==> src/rtl/spr_pkg.sv <==
package spr_pkg;

    localparam int SQRT_CELLS   = 30;
    localparam int DIV_CELLS    = 31;
    localparam int QUAD_CELLS   = 7;
    localparam int HORNER_CELLS = 5;

    localparam logic [15:0] TIME_STEP_RST = 16'd1311;

    localparam logic [30:0] Q30_ONE    = 31'h4000_0000;
    localparam logic [30:0] HALF_PI    = 31'd1686629713;
    localparam logic [29:0] QUARTER_PI = 30'd843314856;

    localparam logic signed [63:0] SPIN_LIM = 64'sd16384;

    // ceil(2^38 / divisor) for the Horner steps, exact for operands below 2^31
    typedef logic [37:0] t_recip;
    localparam t_recip SIN_RECIP [HORNER_CELLS] = '{
        38'd2498890064,   // 1/110
        38'd3817748708,   // 1/72
        38'd6544712071,   // 1/42
        38'd13743895348,  // 1/20
        38'd45812984491   // 1/6
    };
    localparam t_recip COS_RECIP [HORNER_CELLS] = '{
        38'd3054198967,   // 1/90
        38'd4908534053,   // 1/56
        38'd9162596899,   // 1/30
        38'd22906492246,  // 1/12
        38'd137438953472  // 1/2
    };

    typedef struct packed {
        logic [2:0][15:0] v;
        logic [2:0][17:0] h;
        logic             hs;
        logic             zero;
    } t_pre;

    typedef struct packed {
        logic [2:0][15:0] v;
        logic [2:0]       neg;
        logic             hs;
        logic             zero;
        logic [45:0]      prod;
    } t_div;

    typedef struct packed {
        logic [2:0][15:0] v;
        logic [2:0][31:0] a;
        logic             zero;
    } t_rot;

    typedef struct packed {
        t_rot        rot;
        logic [31:0] r;
        logic [1:0]  quad;
    } t_hc;

    // round half away from zero, divide by 2^30
    function automatic logic signed [63:0] rnd30(input logic signed [63:0] x);
        logic        neg;
        logic [63:0] m;
        neg = x[63];
        m   = neg ? 64'(-x) : 64'(x);
        m   = (m + 64'h2000_0000) >> 30;
        return neg ? -signed'(m) : signed'(m);
    endfunction

    function automatic logic [15:0] sat_spin(input logic signed [63:0] x);
        logic signed [63:0] y;
        y = x;
        if (y > SPIN_LIM) begin
            y = SPIN_LIM;
        end
        if (y < -SPIN_LIM) begin
            y = -SPIN_LIM;
        end
        return y[15:0];
    endfunction

endpackage

==> src/rtl/spr_sqrt_cell.sv <==
module spr_sqrt_cell (
    input  logic          i_clk,
    input  logic          i_rst_n,
    input  logic          i_adv,
    input  logic          i_vld,
    input  logic [59:0]   i_rad,
    input  logic [31:0]   i_rem,
    input  logic [29:0]   i_root,
    input  spr_pkg::t_pre i_car,
    output logic          o_vld,
    output logic [59:0]   o_rad,
    output logic [31:0]   o_rem,
    output logic [29:0]   o_root,
    output spr_pkg::t_pre o_car
);
    logic [33:0]   w_win;
    logic [33:0]   w_trial;
    logic          w_fit;
    logic          r_vld;
    logic [59:0]   r_rad;
    logic [31:0]   r_rem;
    logic [29:0]   r_root;
    spr_pkg::t_pre r_car;

    // one root bit per cell: bring down two radicand bits, try 4*root+1
    assign w_win   = {i_rem, i_rad[59:58]};
    assign w_trial = {2'b00, i_root, 2'b01};
    assign w_fit   = (w_win >= w_trial);

    always_ff @(posedge i_clk) begin
        if (!i_rst_n) begin
            r_vld <= 1'b0;
        end else if (i_adv) begin
            r_vld <= i_vld;
        end
    end

    always_ff @(posedge i_clk) begin
        if (i_adv) begin
            r_rad  <= {i_rad[57:0], 2'b00};
            r_rem  <= w_fit ? 32'(w_win - w_trial) : w_win[31:0];
            r_root <= {i_root[28:0], w_fit};
            r_car  <= i_car;
        end
    end

    assign o_vld  = r_vld;
    assign o_rad  = r_rad;
    assign o_rem  = r_rem;
    assign o_root = r_root;
    assign o_car  = r_car;
endmodule

==> config.mk <==
export PLATFORM = sky130hd
export DESIGN_NAME = spr_sqrt_cell
export DESIGN_NICKNAME = d
export VERILOG_FILES = /design/src/rtl/spr_pkg.sv /design/src/rtl/spr_sqrt_cell.sv
export SDC_FILE = /design/constraint.sdc
export NUM_CORES = 1
export LEC_CHECK = 0
export BUFFER_PORTS_ARGS = -buffer_cell sky130_fd_sc_hd__buf_4
export CAP_MARGIN = 20
export CORE_AREA = 2 2 177 179
export CTS_CLUSTER_DIAMETER = 150
export DETAILED_ROUTE_END_ITERATION = 12
export DIE_AREA = 0 0 179 181
export GPL_ROUTABILITY_DRIVEN = 0
export SKIP_CTS_REPAIR_TIMING = 1
export SLEW_MARGIN = 30
export SYNTH_ARGS = -nofsm -noshare
export SYNTH_HDL_FRONTEND = slang
export SYNTH_SLANG_ARGS = --single-unit
==> constraint.sdc <==
create_clock -name i_clk -period 7.66 [get_ports i_clk]
set_clock_uncertainty 0.1 [all_clocks]
set_input_delay 1.532 -clock i_clk [delete_from_list [all_inputs] [get_ports i_clk]]
set_output_delay 1.532 -clock i_clk [all_outputs]
set_load 0.1 [all_outputs]
==> results summary <==
The run finished with clean final reports. Measured on the finished design, the core utilization comes to 0.452. The initial detailed-routing violation count is 324.

The count of final hold-check violations was 0. The number of failing setup endpoints in the final timing report is 0. The net total in the final layout came out at 1293. The met3 track demand over resource came out at 0.0821. For met1 alone, demand over resource in global routing was 0.201. The core area came out at 30300 sq um. The initial antenna violation count is 4.

The total power per unit cell area came out at 292 nW/um^2. Subtracting the final worst setup slack from the clock period gives 4.57 ns. The measured slew at the worst slew-check pin came out at 0.754 ns.

The die covers 32400 sq um. The count of inserted antenna diode cells came out at 0. The detailed placement HPWL is 24.8 mm. Based on the critical path, the design can be clocked at up to 219 MHz. The largest net degree at the start of global routing came out at 93.

The sequential cell area is 6750 sq um. The path with the worst hold slack has its endpoint at o_vld$_SDFFE_PN0P_. The share of synthesized area in the top cell type comes to 0.741. The worst hold path passes through 2 cells.

Of the cells placed in the final design, the portion with a size suffix greater than 1 is 0.498. The count of flip-flops with a built-in enable after synthesis came out at 224. In the routed layout, each cell is associated on average with a via count of 4.60. The wire length of the first global-routing pass is 43.5 mm. The initial utilization of the core area, before any placement, comes to 0.299.

The total negative slack is 0 ns. The met2 layer usage reported by global route is 0.311. The filler cells instantiated in the layout total 2763.

The net switching fraction of the power is 0.380. The buffer levels on the longest clock path is 3. The worst setup path is launched from an input port. The yosys synthesis warning count came out at 0. In this run the worst hold path is classified as reg2reg. The average instance area after synthesis is 16.2 sq um. The startpoint identified for the worst register-to-register timing path is o_vld$_SDFFE_PN0P_. The remaining global-route overflow is 0. The synthesized design contains 225 register bits.

The CTS buffer count came out at 25. In the synthesized netlist, the number of instances is 560. The post-layout instance count excluding filler cells came out at 1442.

The largest total area in the synthesized netlist belongs to sky130_fd_sc_hd__edfxtp_1. The area of the multi-input gates is 2110 sq um. The endpoint identified for the worst register-to-register timing path is o_vld$_SDFFE_PN0P_. The aggregate routed wire length is 31.5 mm. The via count of the first global-routing pass came out at 6625. The total clock sinks is 225. STA classifies the critical path endpoint as a register. The required arrival time at the worst endpoint came out at 7.82 ns.

The width of the die came out at 179 microns. The post-detailed-route DRC marker count came out at 0. The clock share of power came out at 0.288. The unique cell type count in the Yosys netlist came out at 52. For the worst flop-to-flop path, the logic depth is 2. The worst slew margin relative to its limit is 0.497. The mapped netlist covers 9080 sq um.

For this design the static power due to leakage is 5.85 nW. TritonCTS built the clock tree. Cell internal power was estimated by the tool at 2.48 mW. The routed layout has 6628 vias. The number of buffer cells added on primary ports is 454. Of all nets on the critical path, the largest fanout is 17. The sequential share of the synthesized area came out at 0.743. The post-synthesis async set-or-reset flop share is 0. The sequential fraction of design power came out at 0.379.

CTS built an H-tree with a depth of 1. The number of I/O pins came out at 457. The startpoint-to-endpoint class of the critical path is in2reg. The dominant cell by count in the synthesized netlist is sky130_fd_sc_hd__edfxtp_1.

The clock transition at the registers of the reported paths is 0.06 ns. Once placement completed, the tool counted placed cells totaling 1400. Setup repair after global routing left no endpoint under its margin. met2 is the most crowded layer. The wire length per cell is 21.8 microns. The number of maximum-capacitance constraint violations is 0. The peak supply drop came out at 138 uV. The worst-skew pair later-pin latency is 0.51 ns. The floorplan die height came out at 181 microns. By area the synthesized netlist is led by sky130_fd_sc_hd__edfxtp_1 74%, sky130_fd_sc_hd__ha_1 4.4%, sky130_fd_sc_hd__mux2_2 3.5%, sky130_fd_sc_hd__xnor2_1 1.7%, sky130_fd_sc_hd__inv_1 1.7%.

The count of final max-slew check failures is 0. The launch point of the worst hold path is o_vld$_SDFFE_PN0P_. The clock tree root driver cell is sky130_fd_sc_hd__clkbuf_16. The final worst-path cycle share is 0.597.

The register-to-register setup slack is 6.92 ns. The count of standard-cell rows came out at 64. The arrival time at the worst endpoint came out at 4.73 ns. The number of nets with antenna violations after detailed routing came out at 0. The switching power came out at 1.52 mW.

In the synthesized netlist, the cells that appear most often are 224 x sky130_fd_sc_hd__edfxtp_1, 40 x sky130_fd_sc_hd__inv_1, 32 x sky130_fd_sc_hd__ha_1. Compared with the post-synthesis result, the final layout area differs by 51.1%. The overall track demand over capacity in global routing came out at 0.182.

The relative contribution of combinational cells to total power came out at 0.332. The first detailed-routing pass took 5 iterations. Among all flip-flop cells after synthesis, the most frequent one is sky130_fd_sc_hd__edfxtp_1.
[cell usage in the layout, fill, tap and decap left out, types with 11 or more instances in the layout]
cell / instances
sky130_fd_sc_hd__clkbuf_16: 25
sky130_fd_sc_hd__nand2_1: 18
sky130_fd_sc_hd__buf_4: 455
sky130_fd_sc_hd__ha_1: 32
sky130_fd_sc_hd__mux2_2: 28
sky130_fd_sc_hd__a21o_1: 11
sky130_fd_sc_hd__nor2_1: 24
sky130_fd_sc_hd__xnor2_1: 18
sky130_fd_sc_hd__a21oi_1: 27
sky130_fd_sc_hd__o21ai_0: 18
sky130_fd_sc_hd__edfxtp_1: 224
sky130_fd_sc_hd__inv_1: 40
[worst max-delay path, cell delays in order]
cell and delay [ns]:
sky130_fd_sc_hd__buf_4 0.12, sky130_fd_sc_hd__ha_1 0.36, sky130_fd_sc_hd__nor2b_1 0.18, sky130_fd_sc_hd__o2111ai_1 0.25, sky130_fd_sc_hd__nand4_1 0.14, sky130_fd_sc_hd__a31oi_1 0.36, sky130_fd_sc_hd__o211ai_1 0.20, sky130_fd_sc_hd__a21o_1 0.26
sky130_fd_sc_hd__a21oi_4 0.54, sky130_fd_sc_hd__buf_4 0.40, sky130_fd_sc_hd__mux2_2 0.38
[state kept, by name, summed over array words and instances (netlist names)]
| name | count |
|---|---|
| o_car | 104 |
| o_rad | 58 |
| o_root | 30 |
| o_rem | 32 |
| o_vld | 1 |
[logic make-up (layout without fill, tap and decap cells)]
| kind of cell | Yosys count | after routing | share of synthesized area |
|---|---|---|---|
| muxes | 31 | 31 | 0.0380 |
| DFF | 225 | 225 | 0.743 |
| other | 1 | 2 | 0.000413 |
| AOI/OAI and AO/OA | 97 | 97 | 0.0714 |
| xor gates and xnor gates | 26 | 26 | 0.0251 |
| buffers and inverters | 54 | 539 | 0.0261 |
| adders and majority gates | 32 | 32 | 0.0441 |
| and+or+nand+nor | 94 | 94 | 0.0517 |
[metrics by stage]
| stage | hold slack, ns | power (mW) | setup slack (ns) | area, sq um |
|---|---|---|---|---|
| 3_5_place_dp | 0.435 | 2.88 | 2.53 | 12900 |
| 6_report | 0.457 | 4.01 | 3.09 | 13700 |
| 3_3_place_gp | 0.435 | 2.87 | 2.67 | 12900 |
| 2_1_floorplan | 0.881 | 2.52 | 3.53 | 9080 |
| 5_1_grt | 0.463 | 4.16 | 2.90 | 13700 |
| 4_1_cts | 0.451 | 4.06 | 3.05 | 13700 |
[power by group through the flow]
stage / Sequential (mW) / Combinational, mW / Clock [mW]
6_report: 1.52 / 1.33 / 1.16
5_1_grt: 1.53 / 1.37 / 1.26
3_3_place_gp: 1.54 / 1.33 / 0
4_1_cts: 1.52 / 1.34 / 1.19
2_1_floorplan: 2.35 / 0.175 / 0
3_5_place_dp: 1.54 / 1.34 / 0
[final cells by class]
type                            count  area share
Clock buffer                       30      0.0470
Sequential cell                   225       0.492
Timing Repair Buffer              457       0.251
Clock inverter                     12     0.00940
Tap cell                          396      0.0361
Inverter                           40      0.0109
Multi-Input combinational cell    282       0.154
[layer usage]
layer	vias up	wire, microns
li1	3067	-
met1	3211	11500
met2	287	15300
met3	55	3740
met4	8	972
met5	-	47
[how the worst max path moves through the flow]
stage                    start  slack [ns]  cells past startpoint                   to
finish                i_rem[0]        3.09                     11  o_rem[11]$_DFFE_PP_
global route          i_rem[0]        2.90                     11   o_rem[4]$_DFFE_PP_
CTS                   i_rem[0]        3.05                     11   o_rem[4]$_DFFE_PP_
detailed placement    i_rem[0]        2.53                     11  o_rem[11]$_DFFE_PP_
global placement      i_rem[0]        2.67                     11   o_rem[2]$_DFFE_PP_
floorplan           i_root[11]        3.53                     12  o_rem[23]$_DFFE_PP_
Power figures use the tool's default switching activity.
