`config.mk`:
```
export PLATFORM = sky130hd
export DESIGN_NAME = spr_div_cell
export DESIGN_NICKNAME = d
export VERILOG_FILES = /design/src/rtl/spr_pkg.sv /design/src/rtl/spr_div_cell.sv
export SDC_FILE = /design/constraint.sdc
export NUM_CORES = 1
export LEC_CHECK = 0
export BUFFER_PORTS_ARGS = -buffer_cell sky130_fd_sc_hd__buf_4
export CORE_AREA = 5 5 269 271
export DETAILED_ROUTE_END_ITERATION = 7
export DIE_AREA = 0 0 274 276
export PLACE_DENSITY = 0.47
export REMOVE_ABC_BUFFERS = 1
export SYNTH_ARGS = -nofsm -noshare
export SYNTH_HDL_FRONTEND = slang
export SYNTH_SLANG_ARGS = --single-unit
```
`constraint.sdc`:
```
create_clock -name i_clk -period 3.57 [get_ports i_clk]
set_input_delay 0.357 -clock i_clk [delete_from_list [all_inputs] [get_ports i_clk]]
set_output_delay 0.357 -clock i_clk [all_outputs]
set_load 0.02 [all_outputs]
```
`src/rtl/spr_pkg.sv`:
```
package spr_pkg;

    localparam int SQRT_CELLS   = 30;
    localparam int DIV_CELLS    = 31;
    localparam int QUAD_CELLS   = 7;
    localparam int HORNER_CELLS = 5;

    localparam logic [15:0] TIME_STEP_RST = 16'd1311;

    localparam logic [30:0] Q30_ONE    = 31'h4000_0000;
    localparam logic [30:0] HALF_PI    = 31'd1686629713;
    localparam logic [29:0] QUARTER_PI = 30'd843314856;

    localparam logic signed [63:0] SPIN_LIM = 64'sd16384;

    // ceil(2^38 / divisor) for the Horner steps, exact for operands below 2^31
    typedef logic [37:0] t_recip;
    localparam t_recip SIN_RECIP [HORNER_CELLS] = '{
        38'd2498890064,   // 1/110
        38'd3817748708,   // 1/72
        38'd6544712071,   // 1/42
        38'd13743895348,  // 1/20
        38'd45812984491   // 1/6
    };
    localparam t_recip COS_RECIP [HORNER_CELLS] = '{
        38'd3054198967,   // 1/90
        38'd4908534053,   // 1/56
        38'd9162596899,   // 1/30
        38'd22906492246,  // 1/12
        38'd137438953472  // 1/2
    };

    typedef struct packed {
        logic [2:0][15:0] v;
        logic [2:0][17:0] h;
        logic             hs;
        logic             zero;
    } t_pre;

    typedef struct packed {
        logic [2:0][15:0] v;
        logic [2:0]       neg;
        logic             hs;
        logic             zero;
        logic [45:0]      prod;
    } t_div;

    typedef struct packed {
        logic [2:0][15:0] v;
        logic [2:0][31:0] a;
        logic             zero;
    } t_rot;

    typedef struct packed {
        t_rot        rot;
        logic [31:0] r;
        logic [1:0]  quad;
    } t_hc;

    // round half away from zero, divide by 2^30
    function automatic logic signed [63:0] rnd30(input logic signed [63:0] x);
        logic        neg;
        logic [63:0] m;
        neg = x[63];
        m   = neg ? 64'(-x) : 64'(x);
        m   = (m + 64'h2000_0000) >> 30;
        return neg ? -signed'(m) : signed'(m);
    endfunction

    function automatic logic [15:0] sat_spin(input logic signed [63:0] x);
        logic signed [63:0] y;
        y = x;
        if (y > SPIN_LIM) begin
            y = SPIN_LIM;
        end
        if (y < -SPIN_LIM) begin
            y = -SPIN_LIM;
        end
        return y[15:0];
    endfunction

endpackage

```
`src/rtl/spr_div_cell.sv`:
```
module spr_div_cell (
    input  logic             i_clk,
    input  logic             i_rst_n,
    input  logic             i_adv,
    input  logic             i_vld,
    input  logic [29:0]      i_den,
    input  logic [30:0]      i_low,
    input  logic [2:0][30:0] i_rem,
    input  logic [2:0][30:0] i_quo,
    input  spr_pkg::t_div    i_car,
    output logic             o_vld,
    output logic [29:0]      o_den,
    output logic [30:0]      o_low,
    output logic [2:0][30:0] o_rem,
    output logic [2:0][30:0] o_quo,
    output spr_pkg::t_div    o_car
);
    logic [2:0][31:0] w_win;
    logic [2:0]       w_fit;
    logic             r_vld;
    logic [29:0]      r_den;
    logic [30:0]      r_low;
    logic [2:0][30:0] r_rem;
    logic [2:0][30:0] r_quo;
    spr_pkg::t_div    r_car;

    // three restoring-division lanes share the denominator and the low bits
    always_comb begin
        for (int k = 0; k < 3; k++) begin
            w_win[k] = {i_rem[k], i_low[30]};
            w_fit[k] = (w_win[k] >= {2'b00, i_den});
        end
    end

    always_ff @(posedge i_clk) begin
        if (!i_rst_n) begin
            r_vld <= 1'b0;
        end else if (i_adv) begin
            r_vld <= i_vld;
        end
    end

    always_ff @(posedge i_clk) begin
        if (i_adv) begin
            r_den <= i_den;
            r_low <= {i_low[29:0], 1'b0};
            for (int k = 0; k < 3; k++) begin
                r_rem[k] <= w_fit[k] ? 31'(w_win[k] - {2'b00, i_den}) : w_win[k][30:0];
                r_quo[k] <= {i_quo[k][29:0], w_fit[k]};
            end
            r_car <= i_car;
        end
    end

    assign o_vld = r_vld;
    assign o_den = r_den;
    assign o_low = r_low;
    assign o_rem = r_rem;
    assign o_quo = r_quo;
    assign o_car = r_car;
endmodule

```
==> impl_metrics.sql, run 1 <==
INSERT INTO impl_metrics (metric_group, metric, value, unit) VALUES
('place', 'gp_congestion', '0.8836', ''),
('clocking', 'root_buffer', 'clkbuf_16', ''),
('grt', 'grt_util_all_layers', '19.45', '%'),
('timing', 'period_needed', '3389', 'ps'),
('synthesis', 'postSynthAreaPerCell', '12.98', 'um2'),
('setup_path', 'timing.critical_path.buf_inv', '3', ''),
('power_and_ir_drop', 'power_frac_clock', '33.8', '%'),
('timing', 'final.period_utilization', '94.92', '%'),
('synthesis', 'synth-compound-area-share', '13.30', '%'),
('place', 'detailed_place_hpwl', '62420', 'um'),
('synthesis', 'synth.largest_area_cell', 'edfxtp_1', ''),
('status', 'status', 'finished, final reports clean', ''),
('synthesis', 'synth_ff_type', 'edfxtp_1', ''),
('timing', 'hold_viol_final', '0', ''),
('synthesis', 'synth_cell_types', '70', ''),
('synthesis', 'combinational_family_with_the_most_area_after_synthesis', 'compound AO/OA/AOI/OAI gates', ''),
('power_and_ir_drop', 'netSwitchingFraction', '30.17', '%'),
('finish', 'multiInputGateArea', '5589', 'um2'),
('floorplanning', 'die_area', '75620', 'um2'),
('setup_path', 'crit_path_top_delay_cell', 'dlygate4sd3_1', ''),
('power_and_ir_drop', 'p_leak', '11.38', 'nW'),
('synthesis', 'top_post_synthesis_cells_by_area', 'edfxtp_1 63%, ha_1 6.7%, a21oi_1 2.9%', ''),
('setup_path', 'cpPeakStageDelay', '540', 'ps'),
('floorplanning', 'initial_core_util', '23.47', '%'),
('place', 'dp.cells', '2901', ''),
('clocking', 'clock_sinks', '346', ''),
('synthesis', 'post_synth_inst_count', '1258', ''),
('grt', 'via_count_of_the_first_global_routing_pass', '15000', ''),
('setup_path', 'worst_ep_arrival_time', '3700', 'ps'),
('setup_path', 'critical-path-top-delay-family', 'compound AO/OA/AOI/OAI gates', ''),
('route', 'drt_first_pass_iters', '4', ''),
('timing', 'max_slew_margin', '38.88', '%'),
('setup_path', 'cp-startpoint', 'i_den[0]', ''),
('route', 'routed_wl', '78260', 'um'),
('finish', 'post_layout_nonfiller_instances', '3237', ''),
('finish', 'area.sequential', '10380', 'um2'),
('finish', 'design.final.nets', '2699', ''),
('timing', 'max_clock_freq', '0.2951', 'GHz'),
('finish', 'synthToLayoutAreaGrowth', '64.76', '%'),
('setup_path', 'setup.worst_path.start_class', 'input pin', ''),
('grt', 'grt_antenna_before_repair', '11', ''),
('finish', 'drive_gt1_share', '36.13', '%'),
('timing', 'setup_total_negative_slack', '0', 'ps'),
('floorplanning', 'area_of_the_core_region', '69540', 'um2'),
('synthesis', 'async_flop_share', '0', '%'),
('synthesis', 'synth-seq-cells', '346', ''),
('timing', 'final_skew', '0', 'ps'),
('run', 'timing.max_cap.violations', '0', ''),
('power_and_ir_drop', 'power_density', '472.7', 'nW/um2'),
('clocking', 'path_clk_slew', '60', 'ps'),
('clocking', 'tritoncts', 'done', ''),
('place', 'io_buffer_count', '692', ''),
('place', 'placement.cell_area', '22930', 'um2'),
('clocking', 'cts_buffers', '43', ''),
('setup_path', 'path_max_fanout', '10', ''),
('setup_path', 'critPathKind', 'in2reg', ''),
('synthesis', 'synth-edff-count', '345', ''),
('synthesis', 'synthMuxAreaShare', '1.242', '%'),
('finish', 'finish.instance_area', '26890', 'um2'),
('power_and_ir_drop', 'seqPwrFrac', '40.3', '%'),
('power_and_ir_drop', 'pwr-share-comb', '25.9', '%'),
('floorplanning', 'rows', '97', ''),
('timing', 'number_of_setup_violations_in_the_final_report', '0', ''),
('clocking', 'clock_path_buffers', '3', ''),
('route', 'drt.antenna.violating_nets', '0', ''),
('synthesis', 'synth_area', '16320', 'um2'),
('grt', 'grt.overflow.total', '0', ''),
('timing', 'worstMarginPinSlew', '916.7', 'ps'),
('floorplanning', 'die_y', '276', 'um'),
('clocking', 'clk_latency', '570', 'ps'),
('route', 'vias_per_cell', '4.424', '');
tightest hold or removal path, cell delays in order:
cell and delay, ps:
buf_4 80, mux2i_1 50, nor2b_1 100
synthesized netlist by cell type, types with 4 or more instances:
library cell	count
xnor2_1	44
nand4_1	17
a21oi_1	93
mux2_1	13
a21boi_0	8
o21ai_1	60
nor2b_1	14
and3_1	13
o21bai_1	15
o2111ai_1	5
nor2_1	70
buf_4	8
buf_2	7
nand2b_1	10
and2_1	7
o211ai_1	6
nor3_1	15
nand2_1	118
o21ai_0	31
xor2_1	30
edfxtp_1	345
and4_1	4
nand3_1	14
a211oi_1	5
ha_1	88
a21o_1	49
o311ai_0	4
a31oi_1	13
o21a_1	11
o31ai_1	7
inv_1	58
clkbuf_1	14
registers in the layout, summed over array words and instances (netlist names):
name	flops
o_car	99
o_quo	93
o_rem	93
o_den	30
o_low	30
o_vld	1
what timing repair did:
| item | CTS | global route |
|---|---|---|
| endpoints found under the setup margin | 0 | 31 |
| hold endpoints to repair | 249 | 0 |
| resized for setup | 0 | 10 |
| setup buffers | 0 | 2 |
| hold buffers | 249 | 0 |
per-layer routing:
metal	GRT usage [%]	part of all wire, %	vias up
met2	35.90	52	442
met4	6.778	4.0	10
met5	0	0.087	-
met1	21.36	37	7003
li1	-	-	6767
met3	5.220	6.8	99
layout make-up:
cell class              instances  share of cell area, %
diodes                          8                0.07444
clock buffers                  46                  4.043
clock inverters                30                 0.9817
inverters                      60                 0.8654
multi-input cells             819                  20.78
flip-flops and latches        346                  38.60
well taps                     940                  4.373
repair buffers                988                  30.28
per-stage QoR:
step                hold WS [ps]  utilization, %  setup WS [ps]
detailed placement         519.2           32.98          51.39
global placement           507.5           32.98          99.19
finish                     58.76           38.67          181.4
floorplan                  455.9               -         -744.7
global route               46.82           38.66         -6.850
CTS                        16.95           38.50          87.20
final timing paths:
path,slack [ps],cells after the start,to
hold reg to reg,530,2,o_vld$_SDFFE_PN0P_
hold / removal,60,3,o_vld$_SDFFE_PN0P_
setup reg to reg,2980,2,o_vld$_SDFFE_PN0P_
setup / recovery,180,13,o_rem[67]$_DFFE_PP_
cell families (layout without fill, tap and decap cells):
group | Yosys count | after routing
and+or+nand+nor | 294 | 294
AOI/OAI and AO/OA | 341 | 341
other | 1 | 9
muxes | 18 | 18
DFF | 346 | 346
xor gates and xnor gates | 74 | 74
buffers and inverters | 93 | 1124
adders and majority gates | 91 | 91
power groups by stage:
stage	logic (W)	registers (W)	clock network (W)
finish	0.00329	0.00513	0.00429
global placement	0.00304	0.00521	0
floorplan	0.000922	0.00572	0
CTS	0.00332	0.00513	0.00444
detailed placement	0.00306	0.00520	0
global route	0.00351	0.00516	0.00459
Power figures use the tool's default switching activity.
==> inputs of run 2 (changes only) <==
--- a/config.mk
+++ b/config.mk
@@ -7,6 +7,7 @@
 export LEC_CHECK = 0
 export BUFFER_PORTS_ARGS = -buffer_cell sky130_fd_sc_hd__buf_4
 export CORE_AREA = 5 5 269 271
+export CTS_BUF_LIST = sky130_fd_sc_hd__clkbuf_16
 export DETAILED_ROUTE_END_ITERATION = 7
 export DIE_AREA = 0 0 274 276
 export PLACE_DENSITY = 0.47
==> run 2 against run 1 <==
Net effect: worst hold slack lost 0.88 ps; sequential cell count stayed put; design area barely moved; final cell count barely moved; core utilization about the same; critical path type unchanged; critical endpoint unchanged; largest cell class unchanged; largest power group unchanged.
==> impl_metrics.sql, run 2 (synthesis results as in run 1) <==
INSERT INTO impl_metrics (metric_group, metric, value, unit) VALUES
('status', 'status', 'finished, final reports clean', ''),
('floorplanning', 'die_y', '276', 'um'),
('setup_path', 'path_max_fanout', '10', ''),
('setup_path', 'cpPeakStageDelay', '540', 'ps'),
('place', 'io_buffer_count', '692', ''),
('timing', 'hold-worst-slack', '57.88', 'ps'),
('setup_path', 'crit_path_top_delay_cell', 'dlygate4sd3_1', ''),
('floorplanning', 'die_area', '75620', 'um2'),
('place', 'gp_congestion', '0.8836', ''),
('floorplanning', 'die_width', '274', 'um'),
('floorplanning', 'rows', '97', ''),
('route', 'drt.antenna.violating_nets', '0', ''),
('grt', 'grt_antenna_before_repair', '11', ''),
('grt', 'largest_net_degree_at_the_start_of_global_routing', '108', ''),
('clocking', 'path_clk_slew', '60', 'ps'),
('power_and_ir_drop', 'p_leak', '11.39', 'nW'),
('route', 'route.detailed.drc', '0', ''),
('timing', 'number_of_setup_violations_in_the_final_report', '0', ''),
('finish', 'most_frequent_cells_in_the_layout', '730 x buf_4, 345 x edfxtp_1, 249 x dlygate4sd3_1', ''),
('timing', 'max_slew_margin', '39.13', '%'),
('setup_path', 'crit_chain', 'dlygate4sd3_1, buf_4, ha_1, fa_1, nor2b_1, o21ai_1, a21oi_1, o21a_1, nor2_1, a311o_1, and3_2, inv_2, mux2_1', ''),
('clocking', 'clock_path_buffers', '3', ''),
('finish', 'layout_commonest_cell', 'buf_4', ''),
('finish', 'postLayoutCoreUtil', '38.67', '%'),
('route', 'drt_first_pass_iters', '4', ''),
('grt', 'first_pass_grt_wire_length', '108100', 'um'),
('timing', 'period_needed', '3389', 'ps'),
('grt', 'via_count_of_the_first_global_routing_pass', '15000', ''),
('setup_path', 'worst-endpoint-required', '3880', 'ps'),
('run', 'timing.max_cap.violations', '0', ''),
('floorplanning', 'ios', '697', ''),
('grt', 'grt.overflow.total', '0', ''),
('place', 'placement.cell_area', '22930', 'um2'),
('setup_path', 'setup.worst_path.start_class', 'input pin', ''),
('timing', 'max_clock_freq', '0.2951', 'GHz'),
('floorplanning', 'initial_core_util', '23.47', '%'),
('finish', 'design.final.nets', '2699', ''),
('place', 'detailed_place_hpwl', '62420', 'um'),
('power_and_ir_drop', 'power_density', '472.5', 'nW/um2'),
('setup_path', 'endpoint_kind', 'flop', ''),
('floorplanning', 'area_of_the_core_region', '69540', 'um2'),
('finish', 'drive_gt1_share', '36.13', '%'),
('timing', 'hold_viol_final', '0', ''),
('grt', 'grt_util_all_layers', '19.45', '%'),
('route', 'vias_per_cell', '4.434', ''),
('route', 'detail_route.iter0.violations', '728', ''),
('setup_path', 'timing.critical_path.buf_inv', '3', ''),
('hold_path', 'hold_class', 'in2reg', ''),
('clocking', 'clk_latency', '570', 'ps'),
('timing', 'final_skew', '0', 'ps'),
('route', 'num_vias', '14350', ''),
('clocking', 'cts_buffers', '43', ''),
('finish', 'largest_register_ff_count', '99', ''),
('clocking', 'root_buffer', 'clkbuf_16', ''),
('setup_path', 'critical-path-top-delay-family', 'compound AO/OA/AOI/OAI gates', ''),
('clocking', 'cts-htree-levels', '2', ''),
('route', 'routed_wl', '78260', 'um'),
('timing', 'worstMarginPinSlew', '913.1', 'ps'),
('clocking', 'tritoncts', 'done', ''),
('finish', 'synthToLayoutAreaGrowth', '64.74', '%'),
('setup_path', 'worst_ep_arrival_time', '3700', 'ps'),
('clocking', 'clock_sinks', '346', ''),
('power_and_ir_drop', 'irDropWorstVdd', '282.0', 'uV'),
('route', 'routedWlPerCell', '24.18', 'um'),
('timing', 'slew_viol_final', '0', ''),
('finish', 'finish.instance_area', '26890', 'um2'),
('setup_path', 'critPathKind', 'in2reg', ''),
('finish', 'filler_cell_count', '6707', ''),
('timing', 'final.period_utilization', '94.93', '%');
==> run 2: power breakdown <==
group	leakage, nW	internal, W	switching (W)
Combinational	7.34	0.00145	0.00184
Sequential	3.38	0.00499	0.000142
Clock	0.670	0.00243	0.00185
==> run 2: layer usage <==
layer | up-vias | global-route usage, % | routed length [um]
met5 | - | 0 | 68
met4 | 10 | 6.778 | 3125
met3 | 98 | 5.220 | 5292
met2 | 444 | 35.90 | 40720
met1 | 7030 | 21.36 | 29060
li1 | 6765 | - | -
==> run 2: tightest hold or removal path, cell delays in order <==
cell and delay [ps]:
buf_4 80, mux2i_1 50, nor2b_1 100
==> run 2: path summary, 6_finish.rpt <==
kind	from	end	slack [ps]	depth (start not counted)
setup / recovery	i_den[0]	o_rem[67]$_DFFE_PP_	180	13
hold / removal	i_vld	o_vld$_SDFFE_PN0P_	60	3
setup reg to reg	o_vld$_SDFFE_PN0P_	o_vld$_SDFFE_PN0P_	2980	2
hold reg to reg	o_vld$_SDFFE_PN0P_	o_vld$_SDFFE_PN0P_	530	2
==> run 2: area by class of cell <==
type | instances | area, um2 | area share, %
clock inverters | 33 | 275.3 | 1.024
flip-flops and latches | 346 | 10380 | 38.60
multi-input cells | 819 | 5589 | 20.78
diodes | 7 | 17.52 | 0.06514
repair buffers | 988 | 8144 | 30.29
inverters | 60 | 232.7 | 0.8654
clock buffers | 43 | 1076 | 4.001
well taps | 940 | 1176 | 4.374
==> run 2: timing repair <==
item | 4_1_cts | 5_1_grt
setup endpoints to repair | 0 | 31
setup buffers | 0 | 2
hold buffers | 249 | 0
hold endpoints to repair | 249 | 0
resized for setup | 0 | 10
==> run 2: metrics by stage <==
stage	cells	TNS (ps)	power, W	worst slack [ps]
CTS	3226	0	0.01288	87.20
global route	3233	-7.018	0.01326	-6.770
detailed placement	2901	0	0.008261	51.39
global placement	2901	0	0.008251	99.19
finish	3236	0	0.01271	180.9
floorplan	1225	-19990	0.006646	-744.7
==> inputs of run 3 (changes only) <==
--- a/config.mk
+++ b/config.mk
@@ -11,7 +11,6 @@
 export DETAILED_ROUTE_END_ITERATION = 7
 export DIE_AREA = 0 0 274 276
 export PLACE_DENSITY = 0.47
-export REMOVE_ABC_BUFFERS = 1
 export SYNTH_ARGS = -nofsm -noshare
 export SYNTH_HDL_FRONTEND = slang
 export SYNTH_SLANG_ARGS = --single-unit
==> run 3 against run 2 <==
Net effect: clock-buffer cell count grew 2; core utilization about the same; clock power is essentially flat; setup slack got worse by 69 ps; register-to-register slack worse by 560 ps; worst hold slack barely moved; final cell count rose by 0.28%; fmax fell by 2.0%; non-clock buffer count increased by 3; sequential share of layout area hardly changed; critical endpoint is now o_rem[25]$_DFFE_PP_; largest power group unchanged.
==> impl_metrics.sql, run 3 (synthesis results as in run 1) <==
INSERT INTO impl_metrics (metric_group, metric, value, unit) VALUES
('timing', 'hold_viol_final', '0', ''),
('finish', 'finish.instance_area', '26920', 'um2'),
('power_and_ir_drop', 'pwr-share-comb', '26.0', '%'),
('setup_path', 'critPathKind', 'in2reg', ''),
('route', 'num_vias', '14490', ''),
('clocking', 'cts_buffers', '44', ''),
('finish', 'largest_register_ff_count', '99', ''),
('synthesis', 'postSynthNetCount', '1699', ''),
('power_and_ir_drop', 'power_switching', '0.003886', 'W'),
('setup_path', 'crit_path_top_delay_cell', 'dlygate4sd3_1', ''),
('finish', 'design.final.nets', '2703', ''),
('floorplanning', 'die_area', '75620', 'um2'),
('power_and_ir_drop', 'cell_internal_pwr', '0.008880', 'W'),
('timing', 'slew_viol_final', '0', ''),
('grt', 'grt.overflow.total', '0', ''),
('run', 'timing.max_cap.violations', '0', ''),
('grt', 'first_pass_grt_wire_length', '111900', 'um'),
('timing', 'period_needed', '3458', 'ps'),
('route', 'detail_route.iter0.violations', '796', ''),
('route', 'route.detailed.drc', '0', ''),
('timing', 'max_clock_freq', '0.2892', 'GHz'),
('power_and_ir_drop', 'seqPwrFrac', '40.2', '%'),
('finish', 'filler_cell_count', '6769', ''),
('floorplanning', 'ios', '697', ''),
('power_and_ir_drop', 'p_leak', '11.46', 'nW'),
('timing', 'final_skew', '0', 'ps'),
('place', 'dp.cells', '2905', ''),
('route', 'vias_per_cell', '4.465', ''),
('clocking', 'clock_sinks', '346', ''),
('place', 'detailed_place_hpwl', '65520', 'um'),
('power_and_ir_drop', 'power_frac_clock', '33.8', '%'),
('place', 'placement.cell_area', '23010', 'um2'),
('clocking', 'cts-htree-levels', '2', ''),
('timing', 'final.period_utilization', '96.87', '%'),
('grt', 'via_count_of_the_first_global_routing_pass', '15120', ''),
('floorplanning', 'initial_core_util', '23.47', '%'),
('power_and_ir_drop', 'netSwitchingFraction', '30.44', '%'),
('status', 'status', 'finished, final reports clean', ''),
('clocking', 'clk_latency', '580', 'ps'),
('setup_path', 'path_common_cell', 'buf_4', ''),
('route', 'drt.antenna.violating_nets', '0', ''),
('route', 'routed_wl', '81340', 'um'),
('floorplanning', 'die_y', '276', 'um'),
('timing', 'worstMarginPinSlew', '676.5', 'ps'),
('power_and_ir_drop', 'irDropWorstVdd', '295.3', 'uV'),
('finish', 'layout_commonest_cell', 'buf_4', ''),
('clocking', 'root_buffer', 'clkbuf_16', ''),
('finish', 'synthToLayoutAreaGrowth', '64.92', '%'),
('setup_path', 'crit_chain', 'dlygate4sd3_1, buf_4, ha_1, buf_4, fa_1, nor2b_1, o2111ai_1, a21oi_2, o2111ai_2, a21o_1, o21ai_2, o21a_2, buf_12, mux2_1', ''),
('timing', 'max_slew_margin', '54.90', '%'),
('route', 'drt_first_pass_iters', '5', ''),
('clocking', 'clock_path_buffers', '3', ''),
('setup_path', 'worst-endpoint-required', '3900', 'ps'),
('setup_path', 'cpPeakStageDelay', '540', 'ps'),
('setup_path', 'endpoint_kind', 'flop', ''),
('route', 'routedWlPerCell', '25.07', 'um'),
('floorplanning', 'area_of_the_core_region', '69540', 'um2'),
('grt', 'grt_util_all_layers', '20.37', '%'),
('floorplanning', 'rows', '97', ''),
('setup_path', 'path_max_fanout', '23', ''),
('timing', 'number_of_setup_violations_in_the_final_report', '0', ''),
('place', 'io_buffer_count', '692', ''),
('timing', 'setup_total_negative_slack', '0', 'ps'),
('clocking', 'tritoncts', 'done', ''),
('setup_path', 'critical-path-top-delay-family', 'compound AO/OA/AOI/OAI gates', ''),
('power_and_ir_drop', 'power_density', '474.2', 'nW/um2'),
('finish', 'most_frequent_cells_in_the_layout', '731 x buf_4, 345 x edfxtp_1, 250 x dlygate4sd3_1', ''),
('finish', 'post_layout_nonfiller_instances', '3245', ''),
('setup_path', 'worst_ep_arrival_time', '3790', 'ps'),
('floorplanning', 'die_width', '274', 'um'),
('grt', 'grt_antenna_before_repair', '17', ''),
('setup_path', 'setup.worst_path.start_class', 'input pin', ''),
('clocking', 'path_clk_slew', '60', 'ps'),
('place', 'gp_congestion', '0.8936', ''),
('grt', 'largest_net_degree_at_the_start_of_global_routing', '83', ''),
('setup_path', 'timing.critical_path.buf_inv', '4', ''),
('finish', 'drive_gt1_share', '35.61', '%'),
('timing', 'grt_setup_unrepaired', 'no', ''),
('hold_path', 'hold_class', 'in2reg', '');
run 3: final timing paths:
check                                         from                  end  slack (ps)  cells after the start
worst max-delay path                      i_den[0]  o_rem[25]$_DFFE_PP_         110                     14
worst min-delay path                     i_rem[71]  o_rem[72]$_DFFE_PP_          60                      3
worst max register to register  o_vld$_SDFFE_PN0P_   o_vld$_SDFFE_PN0P_        2420                      3
worst min register to register  o_vld$_SDFFE_PN0P_   o_vld$_SDFFE_PN0P_        1070                      3
run 3: worst reg2reg max path: stages, from the launching register on:
cell and delay (ps):
dfxtp_1 310, mux2i_1 120, nor2b_1 60, dlygate4sd3_1 540
run 3: repair_timing:
| item | CTS | global route |
|---|---|---|
| hold buffers | 250 | 0 |
| setup endpoints to repair | 0 | 12 |
| setup buffers | 0 | 1 |
| endpoints found under the hold margin | 249 | 0 |
| gates resized for setup | 0 | 2 |
run 3: final cells by class:
class	count	area, um2	area share, %
multi-input combinational	819	5567	20.68
timing repair buffer	991	8185	30.41
tap	940	1176	4.369
clock inverter	33	232.7	0.8645
sequential	346	10380	38.56
clock buffer	45	1126	4.183
inverter	60	225.2	0.8366
antenna	11	27.53	0.1023
run 3: through the flow:
stage          total power, W  worst slack, ps  hold WS (ps)  utilization, %
2_1_floorplan        0.006663            580.6         455.9               -
3_3_place_gp         0.008315            29.10         515.5           33.09
3_5_place_dp         0.008311            14.36         521.3           33.09
4_1_cts               0.01298            87.65         16.46           38.64
5_1_grt               0.01334            7.006         40.52           38.68
6_report              0.01277            111.9         57.91           38.71
run 3: metal layers:
layer	global-route usage, %	part of all wire, %	vias to the layer above
met5	0	0.14	-
met4	7.619	4.4	16
met3	6.165	7.6	123
met2	36.47	50	532
met1	22.68	38	7042
li1	-	-	6776
run 3: power by group through the flow:
stage / logic [W] / registers [W] / clock network, W
3_5_place_dp: 0.00310 / 0.00521 / 0
4_1_cts: 0.00337 / 0.00514 / 0.00447
3_3_place_gp: 0.00310 / 0.00522 / 0
2_1_floorplan: 0.000939 / 0.00572 / 0
6_report: 0.00332 / 0.00514 / 0.00431
5_1_grt: 0.00354 / 0.00518 / 0.00462
